**src/design/bpti_pkg.sv**
```systemverilog
`default_nettype none
package bpti_pkg;
	localparam int FreqW = 32;
	localparam int AmpW  = 32;
	localparam int MagW  = 33;
	localparam int SumW  = 48;
	localparam int ProdW = 65;
	localparam int DivCntW = 7;
	localparam logic [SumW-1:0] SumMax = {SumW{1'b1}};

	localparam logic CfgBandLow  = 1'b0;
	localparam logic CfgBandHigh = 1'b1;

	typedef enum logic [3:0] {
		ST_IDLE,
		ST_CHECK,
		ST_MUL_L,
		ST_DIV_L,
		ST_MUL_R,
		ST_DIV_R,
		ST_AREA1,
		ST_AREA2,
		ST_ACC,
		ST_DONE,
		ST_OUT
	} bpti_state_t;

	// controller to datapath
	typedef struct packed {
		logic load;
		logic check;
		logic mul_left;
		logic mul_right;
		logic div_start;
		logic div_step;
		logic edge_left;
		logic edge_right;
		logic area1;
		logic area2;
		logic accumulate;
		logic finish;
		logic out_take;
	} bpti_cmd_t;

	// datapath to controller
	typedef struct packed {
		logic have_prev;
		logic area_zero;
		logic div_done;
		logic last;
	} bpti_stat_t;
endpackage
`default_nettype wire

```
**src/design/bpti_ctrl.sv**
```systemverilog
`default_nettype none
module bpti_ctrl (
	input  wire                  clk,
	input  wire                  arst_n,
	input  wire                  in_valid,
	output logic                 in_ready,
	output logic                 out_valid,
	input  wire                  out_ready,
	input  bpti_pkg::bpti_stat_t stat,
	output bpti_pkg::bpti_cmd_t  cmd
);
	import bpti_pkg::*;

	bpti_state_t state_q, state_d;

	// state register
	always_ff @(posedge clk or negedge arst_n) begin
		if (!arst_n) state_q <= ST_IDLE;
		else         state_q <= state_d;
	end

	// next state
	always_comb begin
		state_d = state_q;
		unique case (state_q)
			ST_IDLE:  if (in_valid) state_d = ST_CHECK;
			ST_CHECK: state_d = (!stat.have_prev || stat.area_zero) ? ST_DONE : ST_MUL_L;
			ST_MUL_L: state_d = ST_DIV_L;
			ST_DIV_L: if (stat.div_done) state_d = ST_MUL_R;
			ST_MUL_R: state_d = ST_DIV_R;
			ST_DIV_R: if (stat.div_done) state_d = ST_AREA1;
			ST_AREA1: state_d = ST_AREA2;
			ST_AREA2: state_d = ST_ACC;
			ST_ACC:   state_d = ST_DONE;
			ST_DONE:  state_d = stat.last ? ST_OUT : ST_IDLE;
			ST_OUT:   if (out_ready) state_d = ST_IDLE;
			default:  state_d = ST_IDLE;
		endcase
	end

	// commands
	always_comb begin
		cmd = '0;
		in_ready = 1'b0;
		out_valid = 1'b0;
		unique case (state_q)
			ST_IDLE: begin
				in_ready = 1'b1;
				cmd.load = in_valid;
			end
			ST_CHECK: cmd.check = 1'b1;
			ST_MUL_L: begin
				cmd.mul_left = 1'b1;
				cmd.div_start = 1'b1;
			end
			ST_DIV_L: begin
				cmd.div_step = 1'b1;
				cmd.edge_left = stat.div_done;
			end
			ST_MUL_R: begin
				cmd.mul_right = 1'b1;
				cmd.div_start = 1'b1;
			end
			ST_DIV_R: begin
				cmd.div_step = 1'b1;
				cmd.edge_right = stat.div_done;
			end
			ST_AREA1: cmd.area1 = 1'b1;
			ST_AREA2: cmd.area2 = 1'b1;
			ST_ACC:   cmd.accumulate = 1'b1;
			ST_DONE:  cmd.finish = 1'b1;
			ST_OUT: begin
				out_valid = 1'b1;
				cmd.out_take = out_ready;
			end
			default: ;
		endcase
	end
endmodule
`default_nettype wire

```
**config.mk**
```make
export PLATFORM = sky130hd
export DESIGN_NAME = bpti_ctrl
export DESIGN_NICKNAME = d
export VERILOG_FILES = /design/src/design/bpti_pkg.sv /design/src/design/bpti_ctrl.sv
export SDC_FILE = /design/constraint.sdc
export NUM_CORES = 1
export LEC_CHECK = 0
export BUFFER_PORTS_ARGS = -buffer_cell sky130_fd_sc_hd__buf_4
export CORE_AREA = 2 2 39 41
export CTS_CLUSTER_DIAMETER = 150
export DETAILED_ROUTE_END_ITERATION = 16
export DIE_AREA = 0 0 41 43
export PLACE_DENSITY = 0.68
export SYNTH_ARGS = -nofsm -noshare
export SYNTH_HDL_FRONTEND = slang
export SYNTH_SLANG_ARGS = --single-unit
```
**constraint.sdc**
```tcl
create_clock -name clk -period 3.3 [get_ports clk]
set_input_delay 0.495 -clock clk [delete_from_list [all_inputs] [get_ports clk]]
set_output_delay 0.495 -clock clk [all_outputs]
set_load 0.05 [all_outputs]
```
### After elaboration in Yosys (flattened, before gate mapping)

Cells that the tools add are included.

* bits in registers: 4
* output and inout port bits: 15
* logic and storage cells: 43

* equal/unequal tests: 14
* mux-type cells: 22
* reduce and logical (&&, ||, !) cells: 6

Operators by type and width (count)
* one-hot mux 4 bit (11 select lines): 1
* two-way mux 4 bit: 6
* == test 4 x 3 -> 1 bit, second input constant: 4
* two-way mux 1 bit: 15
* == test 4 bit, second input constant: 3
* == test 4 x 2 -> 1 bit, second input constant: 2
* != test 2 bit, second input constant: 4
* == test 4 x 1 -> 1 bit, second input constant: 1
* logical NOT 4 bit: 1
* AND reduction 4 bit: 1
* OR reduction 2 bit: 2
* logical NOT 1 bit: 1
* logical OR 1 bit: 1

### Longest topological paths before layout

* word-level depth: 4
* gate-level depth with buffers: 5
* mapped depth without buffers: 4

### Worst setup path after synthesis

OpenSTA, ideal clock, no wires.

* path type: reg2out
* start point: register state_q[1]
* end point: output port cmd[6] (netlist name)
* arrival time: 2.344 ns
* required time: 2.805 ns
* path slack: 0.461 ns
* stages on the path, launching flop included: 4
* buffers on the path: 1
* cells stage by stage: dfrtp_1 clkbuf_4 nand2_1 nor4b_1

RTL lines
* start: declaration: RTL line bpti_ctrl.sv:14 `bpti_state_t state_q, state_d;`
* start signal: assignment: RTL line bpti_ctrl.sv:19 `else state_q <= state_d;`
* end: declaration: RTL line bpti_ctrl.sv:10 `output bpti_pkg::bpti_cmd_t cmd`

==> flow_summary.ini <==
[outcome]
status = finished, final reports clean

[placement]
dpl_cell_area_um2 = 579.3
dpl.hpwl_um = 765.2
portBuffers = 22
gp_congestion = 0.7908
pre_cts_ws_ps = 1483

[sta]
setup_viol = 0
min_period_ps = 2063
finalCritPeriodShare_pct = 62.51
max_freq_mhz = 484.8
rsz0062_at_grt = false
report.final.slew_viol_count = 0
setup_tns_ps = 0
hold_viol_final = 0
finClkSkew_ps = 5.707
fin_ws_ps = 1237
tightest_slew_ps = 466.2
max-slew-margin-rel_pct = 68.92

[synthesis]
syn_nets = 66
synthCells = 58
yosys.area.top_type_share_pct = 24.02
synth_top_area_cell = dfrtp_1
yosysUniqueCellTypes = 24
syn_avg_cell_area_um2 = 7.184
ys_ff_latch = 4
synth_area_leaders = dfrtp_1 24%, nor3_1 9.6%, nor2_1 8.1%
ys_seq_area_share_pct = 24.02
syn_area_um2 = 416.7
yosysWarnings = 0

[global_route]
grtUsageTotal_pct = 13.87
grt_pass1_vias = 421
antenna_found_initial = 0
overflow = 0
grt_pass1_wl_mm = 1.676
grt_max_degree = 16

[clocking]
numCtsBuffers = 3
insertion_delay_ps = 230
cts_setup_buffers = 0
cts-resized-gates = 0
root_buffer = clkbuf_4
clk_pin_slew_ps = 40
cts_tree = built
postCtsHoldBufs = 0
cts_max_path_buffers = 2
cts_max_level = 1
cts_sinks = 4

[layout]
reg.largest.list = state_q (4)
multiInputGateArea_um2 = 282.8
syn2layout_area_growth_pct = 44.44
n_antenna_cell = 0
final_common_cell = buf_4
fin_nets = 89
seq_area_um2 = 100.1
final_util_pct = 43.49
layout_common_cells = 22 x buf_4, 9 x nor2_1, 8 x nor3_1, 5 x a21oi_1
stdcell_area_um2 = 601.8
layout-drive-gt1-share_pct = 37.97
fillers = 144
largest-register = state_q
largest_reg_flops = 4

[worst_setup_path]
r2r_cells = 4
r2r_slack_ps = 1750
regToRegEndpoint = state_q[1]
cpPeakStageDelay_ps = 590
worstReg2RegStart = state_q[3]
crit_type = reg2out
endpoint_kind = output pin
critPathSlowestCell = dfrtp_1
cp-start-kind = flip-flop
crit_required_ps = 2800
crit_fanout = 14
worst_ep_arrival_time_ps = 1570
crit_chain = nand2_1 -> nor4b_1 -> buf_4

[detailed_routing]
routed_wl_um = 974
via_per_inst = 5.126
wl_per_cell_um = 10.25
vias = 487
drc = 0
ant_nets = 0
firstDrtPassIters = 2
dr.first_iter.drc_count = 3

[power]
vdd_drop_max_v = 0.0004540
intPower_w = 0.0002691
seq_power_share_pct = 22.4
p_leak_nw = 0.2764
p_per_area_mw_per_mm2 = 1073
p_sw_w = 0.0003769
p_comb_share_pct = 68.5
total_power_w = 0.0006460
clkPwrFrac_pct = 9.1
p_sw_share_pct = 58.35

[die]
dieArea_mm2 = 0.001763
start_util_pct = 30.11
rows = 14
io_pins = 23
core_mm2 = 0.001384
die_x_um = 41
die_y_um = 43

[job]
max-cap-violations = 0

[worst_hold_path]
min_path_type = in2async
## cell usage after synthesis
cell	number
dfrtp_1	4
nor3_1	8
nor4b_1	1
o2bb2ai_1	1
a21oi_2	1
clkbuf_4	1
nor3b_1	1
and2_1	1
nor3_2	1
nor4_2	1
nand4b_1	1
a31o_1	1
nor2b_1	2
xnor2_1	1
nor2_1	9
inv_1	3
o211ai_1	2
a21oi_1	5
buf_2	3
o22ai_1	1
nand2_1	4
nand2b_1	4
or2_2	1
mux2_4	1
## power groups by stage
stage	logic, W	clock network, W	registers [W]
2_1_floorplan	0.000404	0	0.0000883
3_3_place_gp	0.000445	0	0.000143
3_5_place_dp	0.000446	0	0.000145
4_1_cts	0.000447	0.0000627	0.000144
5_1_grt	0.000480	0.0000694	0.000155
6_report	0.000442	0.0000591	0.000145
## final cells by class
cell class	count	share of cell area, %
Tap cell	16	3.326
Timing Repair Buffer	22	27.44
Multi-Input combinational cell	47	46.99
Sequential cell	4	16.63
Clock buffer	3	3.742
Inverter	3	1.871
## kinds of logic after synthesis
| logic type | count (synthesis) | synth area share (%) |
|---|---|---|
| flops | 4 | 24.02 |
| compound gates | 11 | 17.42 |
| xor+xnor | 1 | 2.102 |
| simple gates | 34 | 44.75 |
| mux | 1 | 3.603 |
| buf+inv | 7 | 8.108 |
## metrics by stage
step,instances,hold WS (ps)
6_report,95,48.68
5_1_grt,95,34.36
4_1_cts,95,40.71
3_5_place_dp,92,293.2
3_3_place_gp,92,292.4
2_1_floorplan,58,199.4
## metal layers
metal,part of all wire (%),global-route usage [%]
met1,44,18.39
met2,47,19.69
met3,9.3,7.853
met4,0,2.000
met5,0,0
## worst max-delay path by stage
stage	start	endpoint	slack, ps	depth (start not counted)
floorplan	state_q[1]	cmd[6]	460	3
global placement	state_q[1]	cmd[6]	1510	3
detailed placement	state_q[1]	cmd[6]	1480	3
CTS	state_q[1]	cmd[6]	1210	3
global route	state_q[1]	cmd[6]	1090	3
finish	state_q[1]	cmd[6]	1240	3
## worst max-delay path: cells and delay by family, from the launching register on
family	cells	cell delay, ps
buf+inv	1	250
simple gates	2	500
flops	1	590
No activity file was read; power rests on OpenSTA's default activity.
